File: src/hw/rtl/msi_enc_pkg.sv
// msi_enc_pkg: types, constants and helper functions of the msi barcode encoder
// shared by the front, queue, back and top level files; no dependencies

package msi_enc_pkg;

    localparam int DIGIT_W  = 4;
    localparam int RUN_W    = 3;
    localparam int CFG_IDX_W = 1;
    localparam int CFG_DATA_W = 2;
    localparam int QDEPTH   = 4;
    localparam int QPTR_W   = $clog2(QDEPTH);
    localparam int QCNT_W   = $clog2(QDEPTH + 1);

    localparam logic [CFG_IDX_W-1:0] CFG_WIDTH_MODE = 1'd0;
    localparam logic [CFG_IDX_W-1:0] CFG_ADD_CHECK  = 1'd1;

    localparam logic [1:0] WMODE_1_2 = 2'd0;
    localparam logic [1:0] WMODE_1_3 = 2'd1;
    localparam logic [1:0] WMODE_2_5 = 2'd2;

    localparam logic [DIGIT_W-1:0] DIGIT_MAX = 4'd9;

    typedef struct packed {
        logic [DIGIT_W-1:0] digit;
        logic               last_digit;
    } in_item_t;

    typedef struct packed {
        logic             bar;
        logic [RUN_W-1:0] run_width;
        logic             end_of_run;
        logic             invalid_code;
    } out_item_t;

    // work handed from front to back
    typedef struct packed {
        logic               invalid;
        logic               start;
        logic               last;
        logic               check_en;
        logic [DIGIT_W-1:0] digit;
        logic [DIGIT_W-1:0] check;
        logic [RUN_W-1:0]   narrow;
        logic [RUN_W-1:0]   wide;
    } job_t;

    function automatic logic [DIGIT_W-1:0] luhn_double(input logic [DIGIT_W-1:0] d);
        logic [DIGIT_W:0] k;
        k = {d, 1'b0};
        if (k > 5'd9)
        begin
            k = k - 5'd9;
        end
        return k[DIGIT_W-1:0];
    endfunction

    function automatic logic [DIGIT_W-1:0] add_mod10(input logic [DIGIT_W-1:0] a,
                                                     input logic [DIGIT_W-1:0] b);
        logic [DIGIT_W:0] s;
        s = {1'b0, a} + {1'b0, b};
        if (s >= 5'd10)
        begin
            s = s - 5'd10;
        end
        return s[DIGIT_W-1:0];
    endfunction

endpackage

File: src/hw/rtl/msi_enc_front.sv
// msi_enc_front: configuration registers, digit classification and luhn sums
// depends on msi_enc_pkg

module msi_enc_front (
    input  logic                               clk,
    input  logic                               rst_n,
    input  logic                               cfg_we,
    input  logic [msi_enc_pkg::CFG_IDX_W-1:0]  cfg_index,
    input  logic [msi_enc_pkg::CFG_DATA_W-1:0] cfg_data,
    input  logic                               in_valid,
    output logic                               in_stall,
    input  msi_enc_pkg::in_item_t              in_item,
    input  logic                               q_full,
    output logic                               q_push,
    output msi_enc_pkg::job_t                  q_job
);

    logic [1:0] width_mode_reg;
    logic       add_check_reg;
    logic       started_reg, started_next;
    logic       parity_reg, parity_next;
    logic [msi_enc_pkg::DIGIT_W-1:0] sum_even_reg, sum_even_next;
    logic [msi_enc_pkg::DIGIT_W-1:0] sum_odd_reg, sum_odd_next;
    logic [msi_enc_pkg::DIGIT_W-1:0] dbl;
    logic [msi_enc_pkg::DIGIT_W-1:0] sel_sum;
    logic       bad;

    assign in_stall = q_full;
    assign q_push   = in_valid && !q_full;
    assign bad      = in_item.digit > msi_enc_pkg::DIGIT_MAX;
    assign dbl      = msi_enc_pkg::luhn_double(in_item.digit);

    always_comb
    begin
        if (parity_reg)
        begin
            sum_even_next = msi_enc_pkg::add_mod10(sum_even_reg, in_item.digit);
            sum_odd_next  = msi_enc_pkg::add_mod10(sum_odd_reg, dbl);
            sel_sum       = sum_odd_next;
        end
        else
        begin
            sum_even_next = msi_enc_pkg::add_mod10(sum_even_reg, dbl);
            sum_odd_next  = msi_enc_pkg::add_mod10(sum_odd_reg, in_item.digit);
            sel_sum       = sum_even_next;
        end
        started_next = 1'b1;
        parity_next  = !parity_reg;
        if (bad || in_item.last_digit)
        begin
            started_next  = 1'b0;
            parity_next   = 1'b0;
            sum_even_next = '0;
            sum_odd_next  = '0;
        end
    end

    always_comb
    begin
        q_job.invalid  = bad;
        q_job.start    = !started_reg;
        q_job.last     = in_item.last_digit;
        q_job.check_en = in_item.last_digit && add_check_reg;
        q_job.digit    = in_item.digit;
        q_job.check    = (sel_sum == '0) ? '0 : 4'd10 - sel_sum;
        case (width_mode_reg)
            msi_enc_pkg::WMODE_2_5:
            begin
                q_job.narrow = 3'd2;
                q_job.wide   = 3'd5;
            end
            msi_enc_pkg::WMODE_1_3:
            begin
                q_job.narrow = 3'd1;
                q_job.wide   = 3'd3;
            end
            default:
            begin
                q_job.narrow = 3'd1;
                q_job.wide   = 3'd2;
            end
        endcase
    end

    always_ff @(posedge clk or negedge rst_n)
    begin
        if (!rst_n)
        begin
            width_mode_reg <= '0;
            add_check_reg  <= 1'b0;
            started_reg    <= 1'b0;
            parity_reg     <= 1'b0;
            sum_even_reg   <= '0;
            sum_odd_reg    <= '0;
        end
        else
        begin
            if (cfg_we && cfg_index == msi_enc_pkg::CFG_WIDTH_MODE)
            begin
                width_mode_reg <= cfg_data[1:0];
            end
            if (cfg_we && cfg_index == msi_enc_pkg::CFG_ADD_CHECK)
            begin
                add_check_reg <= cfg_data[0];
            end
            if (q_push)
            begin
                started_reg  <= started_next;
                parity_reg   <= parity_next;
                sum_even_reg <= sum_even_next;
                sum_odd_reg  <= sum_odd_next;
            end
        end
    end

endmodule

File: src/hw/rtl/msi_enc_fifo.sv
// msi_enc_fifo: short job queue between front and back
// depends on msi_enc_pkg

module msi_enc_fifo (
    input  logic              clk,
    input  logic              rst_n,
    input  logic              push,
    input  msi_enc_pkg::job_t push_job,
    output logic              full,
    input  logic              pop,
    output logic              avail,
    output msi_enc_pkg::job_t head_job
);

    msi_enc_pkg::job_t mem_reg [msi_enc_pkg::QDEPTH];
    logic [msi_enc_pkg::QPTR_W-1:0] wr_ptr_reg, rd_ptr_reg;
    logic [msi_enc_pkg::QCNT_W-1:0] count_reg, count_next;

    assign full     = count_reg == msi_enc_pkg::QCNT_W'(msi_enc_pkg::QDEPTH);
    assign avail    = count_reg != '0;
    assign head_job = mem_reg[rd_ptr_reg];

    always_comb
    begin
        count_next = count_reg;
        if (push && !pop)
        begin
            count_next = count_reg + 1'b1;
        end
        else if (pop && !push)
        begin
            count_next = count_reg - 1'b1;
        end
    end

    always_ff @(posedge clk)
    begin
        if (push)
        begin
            mem_reg[wr_ptr_reg] <= push_job;
        end
    end

    always_ff @(posedge clk or negedge rst_n)
    begin
        if (!rst_n)
        begin
            wr_ptr_reg <= '0;
            rd_ptr_reg <= '0;
            count_reg  <= '0;
        end
        else
        begin
            if (push)
            begin
                wr_ptr_reg <= wr_ptr_reg + 1'b1;
            end
            if (pop)
            begin
                rd_ptr_reg <= rd_ptr_reg + 1'b1;
            end
            count_reg <= count_next;
        end
    end

endmodule

File: src/hw/rtl/msi_enc_back.sv
// msi_enc_back: run sequencer that turns queued jobs into bar/space runs
// depends on msi_enc_pkg

module msi_enc_back (
    input  logic                   clk,
    input  logic                   rst_n,
    input  logic                   q_avail,
    input  msi_enc_pkg::job_t      q_head,
    output logic                   q_pop,
    output logic                   out_valid,
    input  logic                   out_stall,
    output msi_enc_pkg::out_item_t out_item
);

    typedef enum logic [2:0] {PH_START, PH_DATA, PH_CHECK, PH_STOP, PH_ERR} phase_t;

    phase_t phase_reg, phase_next, phase_init;
    logic   busy_reg;
    logic [2:0] idx_reg;
    msi_enc_pkg::job_t job_reg;
    logic   out_valid_reg;
    msi_enc_pkg::out_item_t out_reg, run;

    logic take, advance, final_step, job_done, bit_val;
    logic [msi_enc_pkg::DIGIT_W-1:0] cur_digit;

    assign take      = !out_valid_reg || !out_stall;
    assign advance   = busy_reg && take;
    assign cur_digit = (phase_reg == PH_CHECK) ? job_reg.check : job_reg.digit;
    assign bit_val   = cur_digit[~idx_reg[2:1]];
    assign q_pop     = q_avail && (!busy_reg || (advance && job_done));
    assign out_valid = out_valid_reg;
    assign out_item  = out_reg;

    always_comb
    begin
        phase_init = q_head.invalid ? PH_ERR : (q_head.start ? PH_START : PH_DATA);
    end

    always_comb
    begin
        run.bar          = !idx_reg[0];
        run.run_width    = job_reg.narrow;
        run.invalid_code = 1'b0;
        final_step       = 1'b0;
        job_done         = 1'b0;
        phase_next       = phase_reg;
        case (phase_reg)
            PH_START:
            begin
                run.run_width = idx_reg[0] ? job_reg.narrow : job_reg.wide;
                final_step    = idx_reg[0];
                phase_next    = PH_DATA;
            end
            PH_DATA:
            begin
                run.run_width = (bit_val ^ idx_reg[0]) ? job_reg.wide : job_reg.narrow;
                final_step    = idx_reg == 3'd7;
                job_done      = final_step && !job_reg.last;
                phase_next    = job_reg.check_en ? PH_CHECK : PH_STOP;
            end
            PH_CHECK:
            begin
                run.run_width = (bit_val ^ idx_reg[0]) ? job_reg.wide : job_reg.narrow;
                final_step    = idx_reg == 3'd7;
                phase_next    = PH_STOP;
            end
            PH_STOP:
            begin
                run.run_width = idx_reg[0] ? job_reg.wide : job_reg.narrow;
                final_step    = idx_reg == 3'd2;
                job_done      = final_step;
            end
            PH_ERR:
            begin
                run.bar          = 1'b0;
                run.run_width    = '0;
                run.invalid_code = 1'b1;
                final_step       = 1'b1;
                job_done         = 1'b1;
            end
            default:
            begin
                run.bar       = 1'b0;
                run.run_width = '0;
                final_step    = 1'b1;
                job_done      = 1'b1;
            end
        endcase
        run.end_of_run = job_done;
    end

    always_ff @(posedge clk or negedge rst_n)
    begin
        if (!rst_n)
        begin
            phase_reg     <= PH_START;
            busy_reg      <= 1'b0;
            idx_reg       <= '0;
            out_valid_reg <= 1'b0;
        end
        else
        begin
            if (q_pop)
            begin
                job_reg   <= q_head;
                busy_reg  <= 1'b1;
                phase_reg <= phase_init;
                idx_reg   <= '0;
            end
            else if (advance && job_done)
            begin
                busy_reg <= 1'b0;
            end
            else if (advance)
            begin
                if (final_step)
                begin
                    phase_reg <= phase_next;
                    idx_reg   <= '0;
                end
                else
                begin
                    idx_reg <= idx_reg + 1'b1;
                end
            end
            if (advance)
            begin
                out_valid_reg <= 1'b1;
                out_reg       <= run;
            end
            else if (!out_stall)
            begin
                out_valid_reg <= 1'b0;
            end
        end
    end

`ifndef ASSERT_OFF
    a_start_idx: assert property (@(posedge clk) disable iff (!rst_n)
        busy_reg && phase_reg == PH_START |-> idx_reg < 3'd2)
        else $error("start pattern index out of range");
    a_stop_idx: assert property (@(posedge clk) disable iff (!rst_n)
        busy_reg && phase_reg == PH_STOP |-> idx_reg < 3'd3)
        else $error("stop pattern index out of range");
    a_err_run: assert property (@(posedge clk) disable iff (!rst_n)
        out_valid_reg && out_reg.invalid_code |-> out_reg.end_of_run && out_reg.run_width == '0)
        else $error("error item not a single closing run");
    a_good_run: assert property (@(posedge clk) disable iff (!rst_n)
        out_valid_reg && !out_reg.invalid_code |-> out_reg.run_width != '0)
        else $error("valid run of zero width");
`endif

endmodule

File: src/hw/rtl/msi_barcode_module_encoder_top.sv
// msi_barcode_module_encoder_top: top level of the msi barcode run encoder
// depends on msi_enc_pkg, msi_enc_front, msi_enc_fifo, msi_enc_back
//
// Digits enter one per item and leave as bar/space runs, one run per clock on the output
// port while out_stall is low: 8 runs for a digit, 2 more on the first digit of a message
// (start pattern), 3 more on the last (stop pattern) and 8 more when the check digit is
// enabled, 1 run for a non-decimal digit. The output rate is set by the run sequencer in
// the back end; the front end takes a digit in any cycle while its four-entry job queue
// has room, so input and output stall independently; config writes apply to later digits.

module msi_barcode_module_encoder_top (
    input  logic                               clk,
    input  logic                               rst_n,
    input  logic                               cfg_we,
    input  logic [msi_enc_pkg::CFG_IDX_W-1:0]  cfg_index,
    input  logic [msi_enc_pkg::CFG_DATA_W-1:0] cfg_data,
    input  logic                               in_valid,
    output logic                               in_stall,
    input  msi_enc_pkg::in_item_t              in_item,
    output logic                               out_valid,
    input  logic                               out_stall,
    output msi_enc_pkg::out_item_t             out_item
);

    logic q_push, q_full, q_pop, q_avail;
    msi_enc_pkg::job_t push_job, head_job;

    msi_enc_front u_front (
        .clk       (clk),
        .rst_n     (rst_n),
        .cfg_we    (cfg_we),
        .cfg_index (cfg_index),
        .cfg_data  (cfg_data),
        .in_valid  (in_valid),
        .in_stall  (in_stall),
        .in_item   (in_item),
        .q_full    (q_full),
        .q_push    (q_push),
        .q_job     (push_job)
    );

    msi_enc_fifo u_fifo (
        .clk      (clk),
        .rst_n    (rst_n),
        .push     (q_push),
        .push_job (push_job),
        .full     (q_full),
        .pop      (q_pop),
        .avail    (q_avail),
        .head_job (head_job)
    );

    msi_enc_back u_back (
        .clk       (clk),
        .rst_n     (rst_n),
        .q_avail   (q_avail),
        .q_head    (head_job),
        .q_pop     (q_pop),
        .out_valid (out_valid),
        .out_stall (out_stall),
        .out_item  (out_item)
    );

endmodule

File: config.mk
export PLATFORM = sky130hd
export DESIGN_NAME = msi_barcode_module_encoder_top
export DESIGN_NICKNAME = d
export VERILOG_FILES = /design/src/hw/rtl/msi_enc_pkg.sv /design/src/hw/rtl/msi_enc_front.sv /design/src/hw/rtl/msi_enc_fifo.sv /design/src/hw/rtl/msi_enc_back.sv /design/src/hw/rtl/msi_barcode_module_encoder_top.sv
export SDC_FILE = /design/constraint.sdc
export NUM_CORES = 1
export LEC_CHECK = 0
export CORE_UTILIZATION = 52
export DETAILED_ROUTE_END_ITERATION = 7
export DONT_BUFFER_PORTS = 1
export MAX_ROUTING_LAYER = met4
export PLACE_DENSITY = 0.67
export SYNTH_ARGS = -nofsm -noshare
export SYNTH_HDL_FRONTEND = slang
export SYNTH_SLANG_ARGS = --single-unit
export TNS_END_PERCENT = 30
File: constraint.sdc
create_clock -name clk -period 7.7 [get_ports clk]
set_clock_uncertainty 0.1 [all_clocks]
set_input_delay 0.77 -clock clk [delete_from_list [all_inputs] [get_ports clk]]
set_output_delay 0.77 -clock clk [all_outputs]
set_load 0.02 [all_outputs]
# After elaboration in Yosys (flattened, before gate mapping)
# Memory sizes are Yosys's and may differ from the RTL's.
# Index checks and enable logic that the tools add are counted.
dict set report word_totals {
  wordCells 142
  ram_bits 68
  in_bits 13
  out_inout_bits 8
  n_memories 1
  reg_bits 50
}
# name words word_bits rd rd_ports_with_merged_regs write_ports line_no
set memory_table {}
lappend memory_table {u_fifo.mem_reg 4 17 1 0 1 msi_enc_fifo.sv:15} ;# msi_enc_pkg::job_t mem_reg [msi_enc_pkg::QDEPTH];
dict set report op_classes {
  reduce_logical 38
  bitwise_logic 3
  order_cmp 7
  addsub 15
  eq_ne 11
  mux 44
}
# cell n
set ops {}
lappend ops {{4-bit two-way mux} 12}
lappend ops {{3-bit two-way mux} 14}
lappend ops {{4-bit by 4-bit adder with 5-bit output} 4}
lappend ops {{5-bit by 4-bit >= comparator with 1-bit output (second input constant)} 4}
lappend ops {{4-bit subtractor (second input constant)} 5}
lappend ops {{3-bit case mux with 3 select lines} 2}
lappend ops {{1-bit two-way mux} 12}
lappend ops {{1-bit logical AND} 10}
lappend ops {{1-bit zero test} 10}
lappend ops {{5-bit case mux with 2 select lines} 1}
lappend ops {{3-bit by 2-bit == test with 1-bit output (second input constant)} 3}
lappend ops {{3-bit == test (second input constant)} 3}
lappend ops {{2-bit nonzero test} 4}
lappend ops {{3-bit by 1-bit adder with 3-bit output (second input constant)} 2}
lappend ops {{1-bit case mux with 3 select lines} 2}
lappend ops {{2-bit AND reduction} 3}
lappend ops {{5-bit by 4-bit greater-than comparator with 1-bit output (second input constant)} 1}
lappend ops {{2-bit by 1-bit adder with 2-bit output (second input constant)} 2}
lappend ops {{4-bit greater-than comparator (second input constant)} 1}
lappend ops {{4-bit zero test} 1}
lappend ops {{4-bit AND reduction} 1}
lappend ops {{4-bit nonzero test} 1}
lappend ops {{2-bit OR reduction} 2}
lappend ops {{4-bit OR reduction} 1}
lappend ops {{15 further kinds} 17}

# Depth between registers and ports, before layout
# Gate-level depths: netlist of run 1.
dict set report depth {
  ltp_word 9
  mapped_depth 18
  ltp_nobuf 18
}

# Hierarchy
# Synthesis of run 1 repeated with hierarchy kept, for this count alone.
dict set report hier_totals {
  hier_cells 459
  area_unflattened_um2 6351.1
}
# module instances seq_area_each_um2 area_per_inst_um2 cells_per_inst
set modules_own_cells {}
lappend modules_own_cells {msi_enc_fifo 1 2337.2 2994.1 128}
lappend modules_own_cells {msi_enc_front 1 325.3 1928.1 232}
lappend modules_own_cells {msi_enc_back 1 860.8 1428.9 99}

# Worst setup path after synthesis of run 1
# No wires, ideal clock.
dict set report synth_timing {
  path_type {input port to flip-flop}
  startpoint {in in_item[2] in the netlist's numbering}
  endpoint {mem u_fifo.mem_reg[0][7] in the netlist's numbering, data pin}
  arrival_ns 3.731
  required_ns 7.329
  path_buffers 0
  path_slack_ns 3.598
  stages 16
  path_cell_list {inv_1 -> ha_1 -> inv_1 -> a21oi_1 -> xnor2_1 -> inv_1 -> fa_1 -> xnor2_1 -> inv_1 -> ha_1 -> o31a_1 -> o21a_1 -> or2_4 -> a221oi_4 -> nand2_1 -> xor2_1}
}
# item line_no
set synth_lines {}
lappend synth_lines {{start, declared} msi_barcode_module_encoder_top.sv:19} ;# input msi_enc_pkg::in_item_t in_item,
lappend synth_lines {{end, declared} msi_enc_fifo.sv:15}

==> results.cfg, run 1 <==
[final_layout]
largest_reg_flops = 60
fin_area_sq_mm = 0.00579
finalNetCount = 463
drive_gt1_frac = 0.108
syn2layout_area_growth_pct = 6.05
fill_cells = 835
diodes = 0
post-route-util = 0.566

[floorplan]
rows = 37
chipHeight_um = 104
die-area_sq_mm = 0.0109
die_w_um = 104
initial_core_util = 0.534
ioPinCount = 21
core_area_sq_mm = 0.0102

[logic_synthesis]
synthXorXnorAreaFrac = 0.0305
avgSynthCellArea_sq_um = 13.2
synth.distinct_cells = 58
synth.most_common_cell = edfxtp_1
synthAdderAreaFrac = 0.0934
syn_area_sq_mm = 0.00546
ys_warn_count = 0
yosys.area.top_type_share = 0.434
synth_compound_area_frac = 0.119
yosys.area_share.simple = 0.0770
synth_nets = 463
yosys_register_bits = 107
syn_inst = 413
synthArstFlopShare = 0.262
seq_area_frac_synth = 0.563
synth_top_family_by_area = compound AO/OA/AOI/OAI gates
synth_edf_count = 79
synth_mux_area_frac = 0.0838
synth.area.top_cells = edfxtp_1, dfrtp_1, ha_1, mux4_2, inv_1
synth_common_cells = edfxtp_1, inv_1, ha_1
yosys.area.top_type = edfxtp_1
synth-main-ff-cell = edfxtp_1

[pwr]
p_leak_nw = 2.24
p_total_mw = 2.35
irDropWorstVdd_v = 0.000259
p_per_area_mw_per_mm2 = 405

[critical_path]
endpoint_kind = register
cp_max_fo = 10
crit_type = primary input to register
crit_required_ns = 7.69
arrival_ns = 4.10
start_kind = primary input

[grt]
grtUsageTotal = 0.205
grt_max_degree = 29
antenna_found_initial = 0
gr-total-overflow = 0
grt_pass1_wl_um = 16500
grt_pass1_vias = 3192

[cts]
clk_path_buf_depth = 2
cts_buffers = 9
root_buffer = clkbuf_8
path_clk_slew_ns = 0.09
cts_resized = 0
tritoncts = done
worst_skew_pair.late_latency_ns = 0.36
postCtsHoldBufs = 1
htreeDepth = 3
post_cts_buffers = 0
numClockSinks = 107

[placed_design]
place_area_sq_mm = 0.00558
gp_congestion = 0.852
dp_hpwl_um = 7170
port_buffers = 0

[route]
num_vias = 3149
drc = 0
routedWlPerCell_um = 18.1
drtIter0Drc = 142
ant_nets = 0
drt-pass1-iter-count = 4
drt-total-wl_um = 10000
vias_per_cell = 5.69

[timing]
finalSetupTns_ns = 0
worstMarginPinSlew_ns = 1.03
maxSlewViolCount = 0
period_share = 0.534
fmax_ghz = 0.243
period_needed_ns = 4.11
hold_violations = 0
rsz0062_at_grt = false
setup_violations = 0
relSlewSlack = 0.313

[job]
drv_cap = 0

[min_path]
hp-class = primary input to async pin

[status]
status = finished clean
## metal layers
| metal | wire, um | vias to the layer above | track usage |
|---|---|---|---|
| li1 | - | 1535 | - |
| met3 | 354 | 12 | 0.0338 |
| met5 | 0 | - | - |
| met1 | 4630 | 1543 | 0.271 |
| met4 | 142 | 0 | 0.0704 |
| met2 | 4910 | 59 | 0.323 |
## power by group
part	internal, mW	total [mW]	switching [mW]
Combinational	0.450	1.00	0.552
Clock	0.149	0.334	0.185
Sequential	0.861	1.01	0.152
## worst max-delay path: stages
cell and delay, ns:
inv_1 0.05, ha_1 0.20, inv_1 0.06, a21oi_1 0.28, xnor2_1 0.21, inv_1 0.14, fa_1 0.44, xnor2_1 0.27
inv_1 0.08, ha_1 0.23, o31ai_1 0.09, a311o_1 0.27, nor3_1 0.06, a31oi_1 0.45, a21boi_0 0.26, o2bb2ai_1 0.23
## area by class of cell
class,instances,area [sq um],share of cell area
clock buffer,9,124,0.0214
clock inverter,6,66.3,0.0114
inverter,36,135,0.0233
multi-input combinational,258,2200,0.381
sequential,107,3070,0.530
tap,136,170,0.0294
timing repair buffer,1,20.0,0.00346
## cells in the final DEF, fill, tap and decap left out, drive strengths merged, types with 5 or more instances in the layout
cell type / instances
edfxtp: 79
inv: 36
ha: 32
dfrtp: 28
nand2: 24
o21ai: 19
a21oi: 18
nor2: 17
mux4: 17
xnor2: 11
a21o: 11
and2: 9
clkbuf: 9
xor2: 8
nor3: 7
nor2b: 7
a31oi: 5
fa: 5
## through the flow
step	hold WS [ns]	instances	setup slack [ns]
6_report	0.127	553	3.59
5_1_grt	0.112	553	3.36
4_1_cts	0.116	553	3.63
3_5_place_dp	0.377	537	3.23
3_3_place_gp	0.376	537	3.38
2_1_floorplan	0.364	413	3.60
## cell families after synthesis
| group | after synthesis |
|---|---|
| muxes | 24 |
| DFF | 107 |
| xor gates and xnor gates | 19 |
| buffers and inverters | 48 |
| adders and majority gates | 38 |
| and+or+nand+nor | 84 |
| AOI/OAI and AO/OA | 93 |
## final timing paths
kind | from | to | slack [ns] | cells past startpoint
hold reg to reg | u_back.busy_reg | u_back.out_valid | 0.40 | 1
hold / removal | rst_n | u_back.idx_reg[1] | 0.13 | 1
setup reg to reg | u_front.sum_even_reg[0] | u_fifo.mem_reg[2][8] | 4.35 | 12
min in group clk | in_item[4] | u_fifo.mem_reg[3][12] | 0.40 | 0
setup / recovery | in_item[2] | u_fifo.mem_reg[2][8] | 3.59 | 16
max in group asynchronous | rst_n | u_fifo.count_reg[1] | 7.20 | 1
No activity file was read; power rests on OpenSTA's default activity.
==> inputs of run 2 (changes only) <==
--- a/config.mk
+++ b/config.mk
@@ -9,7 +9,7 @@
 export DETAILED_ROUTE_END_ITERATION = 7
 export DONT_BUFFER_PORTS = 1
 export MAX_ROUTING_LAYER = met4
-export PLACE_DENSITY = 0.67
+export PLACE_DENSITY = 0.7
 export SYNTH_ARGS = -nofsm -noshare
 export SYNTH_HDL_FRONTEND = slang
 export SYNTH_SLANG_ARGS = --single-unit
==> constraint.sdc (replaced) <==
create_clock -name clk -period 3.5 [get_ports clk]
set_clock_uncertainty 0.1 [all_clocks]
set_input_delay 0.35 -clock clk [delete_from_list [all_inputs] [get_ports clk]]
set_output_delay 0.35 -clock clk [all_outputs]
set_load 0.02 [all_outputs]
==> results.cfg, run 2 (synthesis results as in run 1) <==
[grt]
grt_pass1_vias = 3436
antenna_found_initial = 0
grtUsageTotal = 0.209
grt_max_degree = 29
grt_pass1_wl_um = 17100
gr-total-overflow = 0

[timing]
hold_violations = 0
fmax_ghz = 0.303
hold_slack_ns = 0.0200
period_needed_ns = 3.30
worst_slack_ns = 0.205
maxSlewViolCount = 0
period_share = 0.942
relSlewSlack = 0.457
rsz0062_at_grt = false
setup_violations = 0
finalSetupTns_ns = 0
worstMarginPinSlew_ns = 0.814

[final_layout]
drive_gt1_frac = 0.155
largest_reg_flops = 60
diodes = 0
finalNetCount = 490
layout_commonest_cell = edfxtp_1
fin_area_sq_mm = 0.00604
multi_input_area_sq_mm = 0.00223
fill_cells = 778
regArea_sq_mm = 0.00307
instances_no_fill = 581
post-route-util = 0.590
final_cell_mix = edfxtp_1, inv_1, ha_1
syn2layout_area_growth_pct = 10.6

[critical_path]
crit_required_ns = 3.56
cp_max_fo = 6
endpoint_kind = register
crit_type = primary input to register
start_kind = primary input
arrival_ns = 3.35

[route]
drc = 0
ant_nets = 0
routedWlPerCell_um = 17.5
num_vias = 3326
drt-pass1-iter-count = 4
vias_per_cell = 5.72
drtIter0Drc = 121
drt-total-wl_um = 10200

[min_path]
hp-class = primary input to register

[cts]
worst_skew_pair.late_latency_ns = 0.37
htreeDepth = 3
numClockSinks = 107
path_clk_slew_ns = 0.11
tritoncts = done
clk_path_buf_depth = 2
cts_buffers = 9
root_buffer = clkbuf_8

[placed_design]
place_area_sq_mm = 0.00575
dp_hpwl_um = 7320
port_buffers = 0
gp_congestion = 0.873
dp_cells = 556
dpl_worst_slack_ns = -0.231

[job]
drv_cap = 0

[pwr]
p_per_area_mw_per_mm2 = 888
irDropWorstVdd_v = 0.000534
p_total_mw = 5.37
p_leak_nw = 2.39

[floorplan]
ioPinCount = 21
initial_core_util = 0.534
chipHeight_um = 104
die-area_sq_mm = 0.0109
die_w_um = 104
core_area_sq_mm = 0.0102
rows = 37

[status]
status = finished clean
## run 2: changes by cell type in the layout (fill, tap and decap cells not counted), sizes merged
cell         previous run  this run
bufinv                  1         0
inv                    36        39
dlygate4sd3             0         7
clkinv                  2         4
buf                     1        21
clkinvlp                3         0
## run 2: where the power goes
group          switching (mW)  internal, mW  leakage [nW]  total (mW)
clock network           0.440         0.274        0.0954       0.714
registers               0.307          1.89          1.07        2.20
logic                    1.29          1.16          1.22        2.45
## run 2: final cells by class
type | instances | area share
clock inverter | 7 | 0.0106
clock buffer | 9 | 0.0205
sequential | 107 | 0.509
inverter | 36 | 0.0224
timing repair buffer | 28 | 0.0398
tap | 136 | 0.0282
multi-input combinational | 258 | 0.370
## run 2: worst max-delay path, stage by stage
cell      delay [ns]
inv_1           0.02
ha_1            0.20
inv_1           0.10
a21oi_4         0.08
o21ai_0         0.37
ha_1            0.36
xnor2_2         0.20
inv_1           0.06
ha_1            0.21
o31a_1          0.12
o21a_1          0.20
or2_4           0.28
o211ai_1        0.28
buf_4           0.17
nand2_1         0.06
xor2_1          0.27
## run 2: worst paths after layout
check                                        from                        end  slack [ns]  cells after the start
hold reg to reg                   u_back.busy_reg           u_back.out_valid        0.41                      1
max in group asynchronous                   rst_n     u_front.sum_odd_reg[3]        2.80                      2
setup / recovery                       in_item[1]       u_fifo.mem_reg[0][7]        0.20                     16
hold / removal                        cfg_data[1]  u_front.width_mode_reg[1]        0.02                      1
min in group asynchronous                   rst_n           u_back.out_valid        0.29                      2
setup reg to reg           u_front.sum_odd_reg[0]       u_fifo.mem_reg[0][7]        0.32                     13
## run 2: metal layers
metal  global-route usage  wire length [um]  vias to the layer above
li1                     -                 -                     1593
met1                0.250              4380                     1655
met2                0.354              5220                       59
met3               0.0388               321                       19
met4               0.0765               224                        0
met5                    -                 0                        -
## run 2: repair_timing
action                                  4_1_cts  5_1_grt
resized for setup                             0        2
hold endpoints to repair                     49        0
endpoints found under the setup margin        0       12
hold buffers                                  8        0
buffers inserted                              0        1
